[config.mk]
export PLATFORM = sky130hd
export DESIGN_NAME = calendar_clock_counter_flat
export DESIGN_NICKNAME = d
export VERILOG_FILES = /design/src/hdl/ccc_pkg.sv /design/src/hdl/ccc_ifs.sv /design/src/hdl/ccc_alarm_regs.sv /design/src/hdl/ccc_step.sv /design/src/hdl/calendar_clock_counter.sv /design/src/flat_wrapper.sv
export SDC_FILE = /design/constraint.sdc
export NUM_CORES = 1
export LEC_CHECK = 0
export BUFFER_PORTS_ARGS = -buffer_cell sky130_fd_sc_hd__buf_2
export CORE_UTILIZATION = 40
export CTS_CLUSTER_DIAMETER = 200
export CTS_CLUSTER_SIZE = 10
export DETAILED_ROUTE_END_ITERATION = 16
export MAX_ROUTING_LAYER = met4
export SYNTH_ARGS = -nofsm -noshare
export SYNTH_HDL_FRONTEND = slang
export SYNTH_HIERARCHICAL = 1
export SYNTH_SLANG_ARGS = --single-unit
[constraint.sdc]
create_clock -name clk -period 18.6 [get_ports clk]
set_input_delay 0.93 -clock clk [delete_from_list [all_inputs] [get_ports clk]]
set_output_delay 0.93 -clock clk [all_outputs]
set_load 0.05 [all_outputs]
[src/hdl/ccc_pkg.sv]
// Types, constants and calendar helper functions for the calendar clock counter.
// No dependencies; every other file of the block but the checker and its header uses it.
package ccc_pkg;

  typedef struct packed {
    logic [7:0] century;
    logic [6:0] year;
    logic [3:0] month;
    logic [4:0] day;
    logic [4:0] hour;
    logic [5:0] minute;
    logic [5:0] second;
  } caltime_t;

  typedef struct packed {
    logic     action;
    caltime_t load;
  } item_t;

  typedef struct packed {
    caltime_t next;
    logic     rejected;
  } step_t;

  typedef struct packed {
    caltime_t    now;
    logic [14:0] full_year;
    logic        alarm_reached;
    logic        load_rejected;
  } result_t;

  localparam int CFG_INDEX_W = 3;
  localparam int CFG_DATA_W  = 8;

  typedef enum logic [CFG_INDEX_W-1:0] {
    REG_ALARM_CENTURY = 3'd0,
    REG_ALARM_YEAR    = 3'd1,
    REG_ALARM_MONTH   = 3'd2,
    REG_ALARM_DAY     = 3'd3,
    REG_ALARM_HOUR    = 3'd4,
    REG_ALARM_MINUTE  = 3'd5,
    REG_ALARM_SECOND  = 3'd6
  } cfg_reg_t;

  localparam logic ACT_TICK = 1'b0;
  localparam logic ACT_LOAD = 1'b1;

  localparam logic [7:0] CENTURY_MAX = 8'd255;
  localparam logic [6:0] YEAR_MAX    = 7'd99;
  localparam logic [3:0] MONTH_MAX   = 4'd11;
  localparam logic [4:0] DAY_MAX     = 5'd31;
  localparam logic [4:0] HOUR_MAX    = 5'd23;
  localparam logic [5:0] MINUTE_MAX  = 6'd59;
  localparam logic [5:0] SECOND_MAX  = 6'd59;

  localparam logic [3:0] MONTH_JAN = 4'd0;
  localparam logic [3:0] MONTH_FEB = 4'd1;
  localparam logic [3:0] MONTH_APR = 4'd3;
  localparam logic [3:0] MONTH_JUN = 4'd5;
  localparam logic [3:0] MONTH_SEP = 4'd8;
  localparam logic [3:0] MONTH_NOV = 4'd10;

  localparam caltime_t TIME_RESET = '{century: 8'd21, year: 7'd15, month: MONTH_JAN,
                                      day: 5'd1, hour: 5'd0, minute: 6'd0,
                                      second: 6'd0};
  localparam caltime_t TIME_MAX   = '{century: CENTURY_MAX, year: YEAR_MAX,
                                      month: MONTH_MAX, day: DAY_MAX, hour: HOUR_MAX,
                                      minute: MINUTE_MAX, second: SECOND_MAX};
  localparam caltime_t ALARM_RESET = '{century: 8'd255, year: 7'd0, month: MONTH_JAN,
                                       day: 5'd1, hour: 5'd0, minute: 6'd0,
                                       second: 6'd0};

  // Full year is year + 100 * (century - 1). With the year below 100 the year is
  // the full year modulo 100, and 100 is a multiple of 4, so the leap rule needs
  // no division: a year other than zero is leap when it is a multiple of 4, and
  // year zero is leap when century - 1 is a multiple of 4.
  function automatic logic is_leap(logic [7:0] century, logic [6:0] year);
    logic leap;
    if (year != 7'd0) begin
      leap = (year[1:0] == 2'b00);
    end else begin
      leap = (century[1:0] == 2'b01);
    end
    return leap;
  endfunction

  function automatic logic [4:0] days_in_month(logic [3:0] month, logic leap);
    logic [4:0] days;
    case (month)
      MONTH_FEB: days = leap ? 5'd29 : 5'd28;
      MONTH_APR, MONTH_JUN, MONTH_SEP, MONTH_NOV: days = 5'd30;
      default: days = 5'd31;
    endcase
    return days;
  endfunction

  function automatic logic [14:0] full_year_of(logic [7:0] century, logic [6:0] year);
    logic [7:0]  cm1;
    logic [14:0] hundreds;
    cm1      = century - 8'd1;
    hundreds = 15'(cm1) * 15'd100;
    return hundreds + 15'(year);
  endfunction

endpackage

[src/hdl/ccc_ifs.sv]
// Handshake channels of the calendar clock counter: input, result and register write.
// Depends on ccc_pkg for the register port widths.
interface ccc_in_if;
  logic       valid;
  logic       ready;
  logic       action;
  logic [7:0] new_century;
  logic [6:0] new_year;
  logic [3:0] new_month;
  logic [4:0] new_day;
  logic [4:0] new_hour;
  logic [5:0] new_minute;
  logic [5:0] new_second;

  modport source (output valid, action, new_century, new_year, new_month, new_day,
                  new_hour, new_minute, new_second, input ready);
  modport sink (input valid, action, new_century, new_year, new_month, new_day,
                new_hour, new_minute, new_second, output ready);
endinterface

interface ccc_out_if;
  logic        valid;
  logic        ready;
  logic [7:0]  century;
  logic [6:0]  year;
  logic [3:0]  month;
  logic [4:0]  day;
  logic [4:0]  hour;
  logic [5:0]  minute;
  logic [5:0]  second;
  logic [14:0] full_year;
  logic        alarm_reached;
  logic        load_rejected;

  modport source (output valid, century, year, month, day, hour, minute, second,
                  full_year, alarm_reached, load_rejected, input ready);
  modport sink (input valid, century, year, month, day, hour, minute, second,
                full_year, alarm_reached, load_rejected, output ready);
endinterface

interface ccc_cfg_if;
  logic                           valid;
  logic                           ready;
  logic [ccc_pkg::CFG_INDEX_W-1:0] index;
  logic [ccc_pkg::CFG_DATA_W-1:0]  data;

  modport source (output valid, index, data, input ready);
  modport sink (input valid, index, data, output ready);
endinterface

[src/hdl/ccc_alarm_regs.sv]
// Alarm time register file written through the configuration channel.
// Depends on ccc_pkg and ccc_ifs.
module ccc_alarm_regs (
  input  logic              clk,
  input  logic              rst,
  ccc_cfg_if.sink           cfg,
  output ccc_pkg::caltime_t alarm
);

  // Writes are always taken; an index beyond the list is dropped.
  assign cfg.ready = 1'b1;

  always_ff @(posedge clk) begin
    if (rst) begin
      alarm <= ccc_pkg::ALARM_RESET;
    end else if (cfg.valid && cfg.ready) begin
      case (ccc_pkg::cfg_reg_t'(cfg.index))
        ccc_pkg::REG_ALARM_CENTURY: alarm.century <= cfg.data;
        ccc_pkg::REG_ALARM_YEAR:    alarm.year    <= cfg.data[6:0];
        ccc_pkg::REG_ALARM_MONTH:   alarm.month   <= cfg.data[3:0];
        ccc_pkg::REG_ALARM_DAY:     alarm.day     <= cfg.data[4:0];
        ccc_pkg::REG_ALARM_HOUR:    alarm.hour    <= cfg.data[4:0];
        ccc_pkg::REG_ALARM_MINUTE:  alarm.minute  <= cfg.data[5:0];
        ccc_pkg::REG_ALARM_SECOND:  alarm.second  <= cfg.data[5:0];
        default: ;
      endcase
    end
  end

endmodule

[src/hdl/ccc_step.sv]
// Next date-time for one request: one-second advance with carries, or a checked load.
// Depends on ccc_pkg.
module ccc_step (
  input  ccc_pkg::caltime_t cur,
  input  ccc_pkg::item_t    item,
  output ccc_pkg::step_t    res
);

  logic [4:0]        dim_cur;
  logic [4:0]        dim_new;
  logic              range_ok;
  logic              load_ok;
  ccc_pkg::caltime_t adv;

  always_comb begin
    dim_cur = ccc_pkg::days_in_month(cur.month, ccc_pkg::is_leap(cur.century, cur.year));
    dim_new = ccc_pkg::days_in_month(item.load.month,
                                     ccc_pkg::is_leap(item.load.century, item.load.year));

    range_ok = (item.load.century != 8'd0) &&
               (item.load.year <= ccc_pkg::YEAR_MAX) &&
               (item.load.month <= ccc_pkg::MONTH_MAX) &&
               (item.load.day != 5'd0) &&
               (item.load.hour <= ccc_pkg::HOUR_MAX) &&
               (item.load.minute <= ccc_pkg::MINUTE_MAX) &&
               (item.load.second <= ccc_pkg::SECOND_MAX);
    load_ok = range_ok && (item.load.day <= dim_new);

    // The held time is always consistent, so each unit rolls over exactly at its
    // limit. At the last second of century 255 the time stays put.
    adv = cur;
    if (cur != ccc_pkg::TIME_MAX) begin
      if (cur.second != ccc_pkg::SECOND_MAX) begin
        adv.second = cur.second + 6'd1;
      end else begin
        adv.second = 6'd0;
        if (cur.minute != ccc_pkg::MINUTE_MAX) begin
          adv.minute = cur.minute + 6'd1;
        end else begin
          adv.minute = 6'd0;
          if (cur.hour != ccc_pkg::HOUR_MAX) begin
            adv.hour = cur.hour + 5'd1;
          end else begin
            adv.hour = 5'd0;
            if (cur.day < dim_cur) begin
              adv.day = cur.day + 5'd1;
            end else begin
              adv.day = 5'd1;
              if (cur.month != ccc_pkg::MONTH_MAX) begin
                adv.month = cur.month + 4'd1;
              end else begin
                adv.month = ccc_pkg::MONTH_JAN;
                if (cur.year != ccc_pkg::YEAR_MAX) begin
                  adv.year = cur.year + 7'd1;
                end else begin
                  adv.year    = 7'd0;
                  adv.century = cur.century + 8'd1;
                end
              end
            end
          end
        end
      end
    end

    res.rejected = 1'b0;
    res.next     = adv;
    if (item.action == ccc_pkg::ACT_LOAD) begin
      res.next = cur;
      if (load_ok) begin
        res.next = item.load;
      end else begin
        res.rejected = 1'b1;
      end
    end
  end

endmodule

[src/hdl/calendar_clock_counter.sv]
// Calendar clock counter, top level.
// Depends on ccc_pkg, ccc_ifs, ccc_alarm_regs and ccc_step.
//
// Usage:
// - req carries one request per handshake: action 0 advances the time by one
//   second, action 1 loads new_century .. new_second if the date-time is valid.
// - rsp returns exactly one result per request: the time after it, the full
//   year, the alarm flag (time at or after the alarm) and the load reject flag.
// - cfg writes the alarm registers, index 0 century through 6 second; it is
//   always ready and a write to index 7 is dropped. Write only while idle.
// - An accepted request goes into the input register, then through the calendar
//   step and alarm compare into the result register.
// - Throughput is one request per cycle while the receiver does not stall; the time
//   register feeds the next request directly, so back-to-back requests see each other's updates.
// - When the receiver stalls, the result register holds and the input register
//   keeps taking requests until it is also full; req.ready then drops.
// - Synchronous reset sets the time to century 21, year 15, January 1 00:00:00,
//   the alarm to century 255 and empties both registers.
module calendar_clock_counter (
  input logic      clk,
  input logic      rst,
  ccc_in_if.sink   req,
  ccc_out_if.source rsp,
  ccc_cfg_if.sink  cfg
);

  ccc_pkg::caltime_t alarm;
  ccc_pkg::caltime_t cur;
  ccc_pkg::item_t    in_item;
  logic              in_vld;
  logic              out_vld;
  ccc_pkg::result_t  result;
  ccc_pkg::step_t    step;
  logic              fire;

  ccc_alarm_regs u_alarm_regs (
    .clk   (clk),
    .rst   (rst),
    .cfg   (cfg),
    .alarm (alarm)
  );

  ccc_step u_step (
    .cur  (cur),
    .item (in_item),
    .res  (step)
  );

  assign fire      = in_vld && (!out_vld || rsp.ready);
  assign req.ready = !in_vld || fire;

  always_ff @(posedge clk) begin
    if (rst) begin
      in_vld  <= 1'b0;
      out_vld <= 1'b0;
      cur     <= ccc_pkg::TIME_RESET;
    end else begin
      if (req.valid && req.ready) begin
        in_vld <= 1'b1;
      end else if (fire) begin
        in_vld <= 1'b0;
      end
      if (fire) begin
        out_vld <= 1'b1;
        cur     <= step.next;
      end else if (rsp.ready) begin
        out_vld <= 1'b0;
      end
    end
  end

  always_ff @(posedge clk) begin
    if (req.valid && req.ready) begin
      in_item.action       <= req.action;
      in_item.load.century <= req.new_century;
      in_item.load.year    <= req.new_year;
      in_item.load.month   <= req.new_month;
      in_item.load.day     <= req.new_day;
      in_item.load.hour    <= req.new_hour;
      in_item.load.minute  <= req.new_minute;
      in_item.load.second  <= req.new_second;
    end
    if (fire) begin
      result.now           <= step.next;
      result.full_year     <= ccc_pkg::full_year_of(step.next.century, step.next.year);
      // Field widths match, so the packed compare is the field-by-field one.
      result.alarm_reached <= (step.next >= alarm);
      result.load_rejected <= step.rejected;
    end
  end

  assign rsp.valid         = out_vld;
  assign rsp.century       = result.now.century;
  assign rsp.year          = result.now.year;
  assign rsp.month         = result.now.month;
  assign rsp.day           = result.now.day;
  assign rsp.hour          = result.now.hour;
  assign rsp.minute        = result.now.minute;
  assign rsp.second        = result.now.second;
  assign rsp.full_year     = result.full_year;
  assign rsp.alarm_reached = result.alarm_reached;
  assign rsp.load_rejected = result.load_rejected;

endmodule

[src/flat_wrapper.sv]
// flat-port wrapper written by rule: the top's interface ports become plain ports
module calendar_clock_counter_flat 
  (clk, rst, req_valid, req_action, req_new_century, req_new_year, req_new_month, req_new_day, req_new_hour, req_new_minute, req_new_second, req_ready, rsp_valid, rsp_century, rsp_year, rsp_month, rsp_day, rsp_hour, rsp_minute, rsp_second, rsp_full_year, rsp_alarm_reached, rsp_load_rejected, rsp_ready, cfg_valid, cfg_index, cfg_data, cfg_ready);
  ccc_in_if req_i ();
  ccc_out_if rsp_i ();
  ccc_cfg_if cfg_i ();
  input logic clk;
  input logic rst;
  input wire logic [$bits(req_i.valid)-1:0] req_valid;
  input wire logic [$bits(req_i.action)-1:0] req_action;
  input wire logic [$bits(req_i.new_century)-1:0] req_new_century;
  input wire logic [$bits(req_i.new_year)-1:0] req_new_year;
  input wire logic [$bits(req_i.new_month)-1:0] req_new_month;
  input wire logic [$bits(req_i.new_day)-1:0] req_new_day;
  input wire logic [$bits(req_i.new_hour)-1:0] req_new_hour;
  input wire logic [$bits(req_i.new_minute)-1:0] req_new_minute;
  input wire logic [$bits(req_i.new_second)-1:0] req_new_second;
  output wire logic [$bits(req_i.ready)-1:0] req_ready;
  output wire logic [$bits(rsp_i.valid)-1:0] rsp_valid;
  output wire logic [$bits(rsp_i.century)-1:0] rsp_century;
  output wire logic [$bits(rsp_i.year)-1:0] rsp_year;
  output wire logic [$bits(rsp_i.month)-1:0] rsp_month;
  output wire logic [$bits(rsp_i.day)-1:0] rsp_day;
  output wire logic [$bits(rsp_i.hour)-1:0] rsp_hour;
  output wire logic [$bits(rsp_i.minute)-1:0] rsp_minute;
  output wire logic [$bits(rsp_i.second)-1:0] rsp_second;
  output wire logic [$bits(rsp_i.full_year)-1:0] rsp_full_year;
  output wire logic [$bits(rsp_i.alarm_reached)-1:0] rsp_alarm_reached;
  output wire logic [$bits(rsp_i.load_rejected)-1:0] rsp_load_rejected;
  input wire logic [$bits(rsp_i.ready)-1:0] rsp_ready;
  input wire logic [$bits(cfg_i.valid)-1:0] cfg_valid;
  input wire logic [$bits(cfg_i.index)-1:0] cfg_index;
  input wire logic [$bits(cfg_i.data)-1:0] cfg_data;
  output wire logic [$bits(cfg_i.ready)-1:0] cfg_ready;
  assign req_i.valid = req_valid;
  assign req_i.action = req_action;
  assign req_i.new_century = req_new_century;
  assign req_i.new_year = req_new_year;
  assign req_i.new_month = req_new_month;
  assign req_i.new_day = req_new_day;
  assign req_i.new_hour = req_new_hour;
  assign req_i.new_minute = req_new_minute;
  assign req_i.new_second = req_new_second;
  assign req_ready = req_i.ready;
  assign rsp_valid = rsp_i.valid;
  assign rsp_century = rsp_i.century;
  assign rsp_year = rsp_i.year;
  assign rsp_month = rsp_i.month;
  assign rsp_day = rsp_i.day;
  assign rsp_hour = rsp_i.hour;
  assign rsp_minute = rsp_i.minute;
  assign rsp_second = rsp_i.second;
  assign rsp_full_year = rsp_i.full_year;
  assign rsp_alarm_reached = rsp_i.alarm_reached;
  assign rsp_load_rejected = rsp_i.load_rejected;
  assign rsp_i.ready = rsp_ready;
  assign cfg_i.valid = cfg_valid;
  assign cfg_i.index = cfg_index;
  assign cfg_i.data = cfg_data;
  assign cfg_ready = cfg_i.ready;
  calendar_clock_counter u_core (.clk(clk), .rst(rst), .req(req_i), .rsp(rsp_i), .cfg(cfg_i));
endmodule
# Word level (Yosys, flattened, before mapping)
# Index checks and enable logic that the tools add are counted.
dict set report totals {
  ff_bits 184
  in_bits 58
  output_inout_bits 61
  elab_cells 133
}
dict set report op_classes {
  n_addsub 9
  multipliers 1
  magnitude_cmp 8
  eq_ne 24
  n_mux 26
  n_reduce_logical 31
}
# op n
set op_table {}
lappend op_table {{$mux W41} 2}
lappend op_table {{$mux W42} 1}
lappend op_table {{$ge A41 B41 Y1} 1}
lappend op_table {{$ne A41 B41 Y1 const B} 1}
lappend op_table {{$mux W35} 1}
lappend op_table {{$mux W29} 1}
lappend op_table {{$mux W24} 1}
lappend op_table {{$mux W19} 1}
lappend op_table {{$eq A4 B4 Y1 const B} 4}
lappend op_table {{$add A15 B7 Y15} 1}
lappend op_table {{$mux W15} 1}
lappend op_table {{$reduce_and A2 Y1} 7}
lappend op_table {{$reduce_bool A7 Y1} 2}
lappend op_table {{$mul A8 B5 Y13 const B} 1}
lappend op_table {{$add A6 B1 Y6 const B} 2}
lappend op_table {{$le A6 B6 Y1 const B} 2}
lappend op_table {{$mux W6} 2}
lappend op_table {{$ne A6 B6 Y1 const B} 2}
lappend op_table {{$add A5 B1 Y5 const B} 2}
lappend op_table {{$mux W5} 2}
lappend op_table {{$eq A3 B3 Y1 const B} 3}
lappend op_table {{$logic_and A1 B1 Y1} 9}
lappend op_table {{$mux W1} 9}
lappend op_table {{$add A8 B1 Y8 const B} 1}
lappend op_table {{other kinds (29)} 40}

# Depth between registers and ports, before layout
dict set report depth {
  word_depth 14
  depth_mapped 27
  depth_no_buf 26
}

# Cells and area by module
# The synthesis kept the hierarchy.
# module n_inst cells_per_inst area_per_inst_um2 seq_area_each_um2
set modules_own_cells {}
lappend modules_own_cells {calendar_clock_counter 1 559 6576.3 3803.6}
lappend modules_own_cells {ccc_step 1 335 2253.4 0.0}
lappend modules_own_cells {ccc_alarm_regs 1 164 1766.7 820.8}

# Least setup slack after synthesis
# Ideal clock, no wire load.
dict set report synth_path {
  path_kind {reg2reg}
  from {reg u_core/in_item[28] in the netlist's numbering}
  to {reg, netlist name u_core/rsp.full_year[14]}
  setup_time_ns 0.269
  arrival_ns 5.810
  t_required_ns 18.331
  slack_ns 12.520
  stages_incl_launch_ff 27
  path_buffers 1
  synth_period_minus_slack_ns 6.080
  path_cell_list {edfxtp_1 > or3_1 > o41ai_1 > a31oi_1 > ha_1 > nand2_1 > a41o_1 > o21ai_1 > clkbuf_1 > o21ai_0 > a21oi_1 > inv_1 > ha_1 > nand2_1 > xnor2_1 > ha_1 > ha_1 > inv_1 > fa_1 > inv_1 > ha_1 > and3_1 > o21ai_1 > a21oi_2 > o21a_1 > nor2_1 > xor3_1}
}
# element line
set synth_lines {}
lappend synth_lines {{start: declaration} calendar_clock_counter.sv:29} ;# ccc_pkg::item_t in_item;

==> impl_results.md <==
- Slew @ Worst Pin: 0.9910 ns
- Drt pass-1 iters: 5
- Clock buffer count from CTS: 17
- I/O pins: 119
- Routed vias: 8399
- Row cnt: 59
- Power per Cell Area: 100.2 nW/µm²
- Antenna violations before repair: 0
- Clk root buf: clkbuf_16
- Fin crit share: 0.3790
- Sequential Area: 4624 µm²
- Clk_skew: 0.02773 ns
- Worst vdd rail ir drop: 0.08355 mV
- CTS Hold Bufs: 0
- Max FO, Critical Path: 14
- R2R cell count: 25
- CP bufs+invs: 3
- Final Cell Area: 12090 µm²
- Kind of critical path: register to register
- Maxcap violations: 0
- Vias in the first global route: 7813
- First-pass GRT wire length: 42830 µm
- H-tree depth: 4
- Post-synth top flop: edfxtp_1
- Post-synthesis sequential area ratio: 0.4364
- Initial DRC count: 731
- Yosys top cell area share: 0.2777
- ANT cells: 0
- Vias per cell: 5.588
- Number of synthesized register bits: 182
- Slowest-stage cell, CP: a21oi_1
- Hold path cells: 2
- Final ANT Viol Nets: 0
- Bufs on Longest Clock Path: 2
- Multi-input logic area: 5425 µm²
- Fillers: 2485
- Launch point of the worst hold path: u_core/u_alarm_regs/alarm[32]$_SDFFE_PP0P_
- Remaining DRCs: 0
- Die X: 164.8 µm
- R2R Setup Slk: 11.55 ns
- Core area: 26060 µm²
- Clk_lat worst skew: 0.45 ns
- EDFF count, synth: 98
- Most area-hungry cell type in the Yosys netlist: edfxtp_1
- Chip height: 164.8 µm
- Most frequent cells in the layout: nand2_1, buf_2, edfxtp_1, ha_1, dfxtp_1
- CP top delay family: compound AO/OA/AOI/OAI gates
- Hold Path Class: register to register
- Wirelength per Cell: 18.48 µm
- Starting Density: 0.4066
- Critical Path Max Stage Delay: 0.71 ns
- Final count of pins violating max slew: 0
- Minimum clock period: 7.050 ns
- Port-buffer cells: 117
- Ys Warns: 6
- Lkg Pwr: 4.995 nW
- Worst relative slew slack: 0.3393
- Post-CTS Setup Bufs: 0
- Power, Total: 0.001212 W
- Data required, critical path: 18.78 ns
- Detail Placement HPWL: 19740 µm
- Synthesized instance count: 1058
- Status: finished, final reports clean
- Startpoint Class: register
- Largest net degree at the start of global routing: 100
- Synthesized area: 10600 µm²
- CP most frequent cell: ha_1
- Routed Wire Length: 27780 µm
- Fraction of registers with async set/reset: 0
- Peak Freq: 141.8 MHz
- Critical path data arrival time: 7.23 ns
- Reg2Reg Capture Point: u_core/rsp.full_year[14]$_DFFE_PP_
- Die Area: 27150 µm²
- Syn_nets: 1210
- Yosys cell types: 88
- Clock sink count: 182
- Synth top area cells: edfxtp_1, dfxtp_1, ha_1
- Layout Nets: 1307
- Fraction of layout cells with a size suffix above 1: 0.1661
- Worst setup EP type: register
- Post-synthesis average cell area: 10.02 µm²
- Post_cts resized: 0
- Overflow after GRT: 0
- R2R Path Start: u_core/in_item[28]$_DFFE_PP_
- Most common cell after layout, fill and taps aside: nand2_1
- Synth-to-layout area growth: 14.13%
- WHS Endpoint: u_core/u_alarm_regs/alarm[32]$_SDFFE_PP0P_
- TritonCTS clock tree: yes
- RSZ-0062 raised after global routing: false
- Finish-stage setup viols: 0
- Gr usage total: 0.2158
- Sum Neg Setup Slack: 0 ns
- Gpl congestion: 0.8880
- Clock edge transition at the registers on the reported setup and hold paths: 0.07 ns
- Cell Area, Placed: 11430 µm²
- Fin. Hold Viols: 0
## metal layers
metal  GRT usage  routed length (µm)
met1      0.2751               12410
met2      0.3480               13240
met3     0.02888                1307
met4     0.08132                 821
met5           -                   0
## worst min-delay path: cells and delay by family (launching register included)
family,cells,cell delay (ns)
DFF,1,0.31
muxes,1,0.06
and+or+nand+nor,1,0.06
## cell usage after synthesis (5+ instances only)
cell / number
a31oi_1: 6
nand2b_1: 43
edfxtp_1: 98
nor4b_1: 7
clkbuf_1: 32
nand4_1: 18
o21ai_0: 27
inv_1: 76
buf_2: 8
a221o_1: 10
nor4_1: 13
nor2_1: 46
nor3_1: 19
nor2b_1: 5
a32oi_1: 6
xnor2_1: 12
a21o_1: 25
xor2_1: 11
buf_4: 5
mux2i_1: 46
and2_1: 9
nand2_1: 125
ha_1: 90
and3_1: 7
a211o_1: 6
nand3b_1: 10
o21ai_1: 6
a21oi_1: 59
nand3_1: 29
and4_1: 5
buf_6: 5
a211oi_1: 12
dfxtp_1: 84
## stage by stage
stage,util,std cells,worst slack [ns],hold WS [ns]
final,0.4641,1503,11.55,0.4776
after CTS,0.4641,1503,11.65,0.4786
after global placement,0.4388,1471,11.81,0.4610
after global routing,0.4641,1503,11.20,0.4976
after detailed placement,0.4388,1471,11.68,0.4671
after floorplan,-,1058,12.52,0.4330
## cell families after synthesis
logic type | after synthesis | synth area share
and+or+nand+nor | 372 | 0.1929
buffers and inverters | 128 | 0.05172
AOI/OAI and AO/OA | 211 | 0.1400
other | 1 | 0.0003539
xor gates and xnor gates | 24 | 0.02125
adders and majority gates | 94 | 0.1138
DFF | 182 | 0.4364
muxes | 46 | 0.04345
## layout make-up
| class | count | area share |
|---|---|---|
| Sequential cell | 182 | 0.3824 |
| Tap cell | 335 | 0.03466 |
| Inverter | 77 | 0.02400 |
| Clock inverter | 15 | 0.01935 |
| Timing Repair Buffer | 129 | 0.05587 |
| Multi-Input combinational cell | 748 | 0.4486 |
| Clock buffer | 17 | 0.03517 |
## registers in the layout (all words and copies together) (netlist names)
register	cells
u_core/rsp.load_rejected	1
u_core/rsp.full_year	13
u_core/rsp.valid	1
u_core/rsp.minute	6
u_core/rsp.alarm_reached	1
u_core/in_vld	1
u_core/rsp.century	8
u_core/rsp.month	4
u_core/cur	41
u_core/rsp.year	7
u_core/in_item	42
u_core/u_alarm_regs/alarm	41
u_core/rsp.second	6
u_core/rsp.hour	5
u_core/rsp.day	5
## report_power, final
part           switching, W  internal [W]  total [W]
Clock              0.000173      0.000232   0.000405
Sequential        0.0000146      0.000461   0.000475
Combinational      0.000212      0.000119   0.000331
Total              0.000400      0.000812    0.00121
## worst max path at each step
stage                                       from                            endpoint  slack, ns  cells past startpoint
floorplan           u_core/in_item[28]$_DFFE_PP_  u_core/rsp.full_year[14]$_DFFE_PP_      12.52                     26
global placement    u_core/in_item[28]$_DFFE_PP_  u_core/rsp.full_year[14]$_DFFE_PP_      11.81                     25
detailed placement  u_core/in_item[28]$_DFFE_PP_  u_core/rsp.full_year[14]$_DFFE_PP_      11.68                     24
CTS                 u_core/in_item[28]$_DFFE_PP_  u_core/rsp.full_year[14]$_DFFE_PP_      11.65                     25
global route        u_core/in_item[28]$_DFFE_PP_  u_core/rsp.full_year[14]$_DFFE_PP_      11.20                     25
finish              u_core/in_item[28]$_DFFE_PP_  u_core/rsp.full_year[14]$_DFFE_PP_      11.55                     25
No activity file was read; power rests on OpenSTA's default activity.
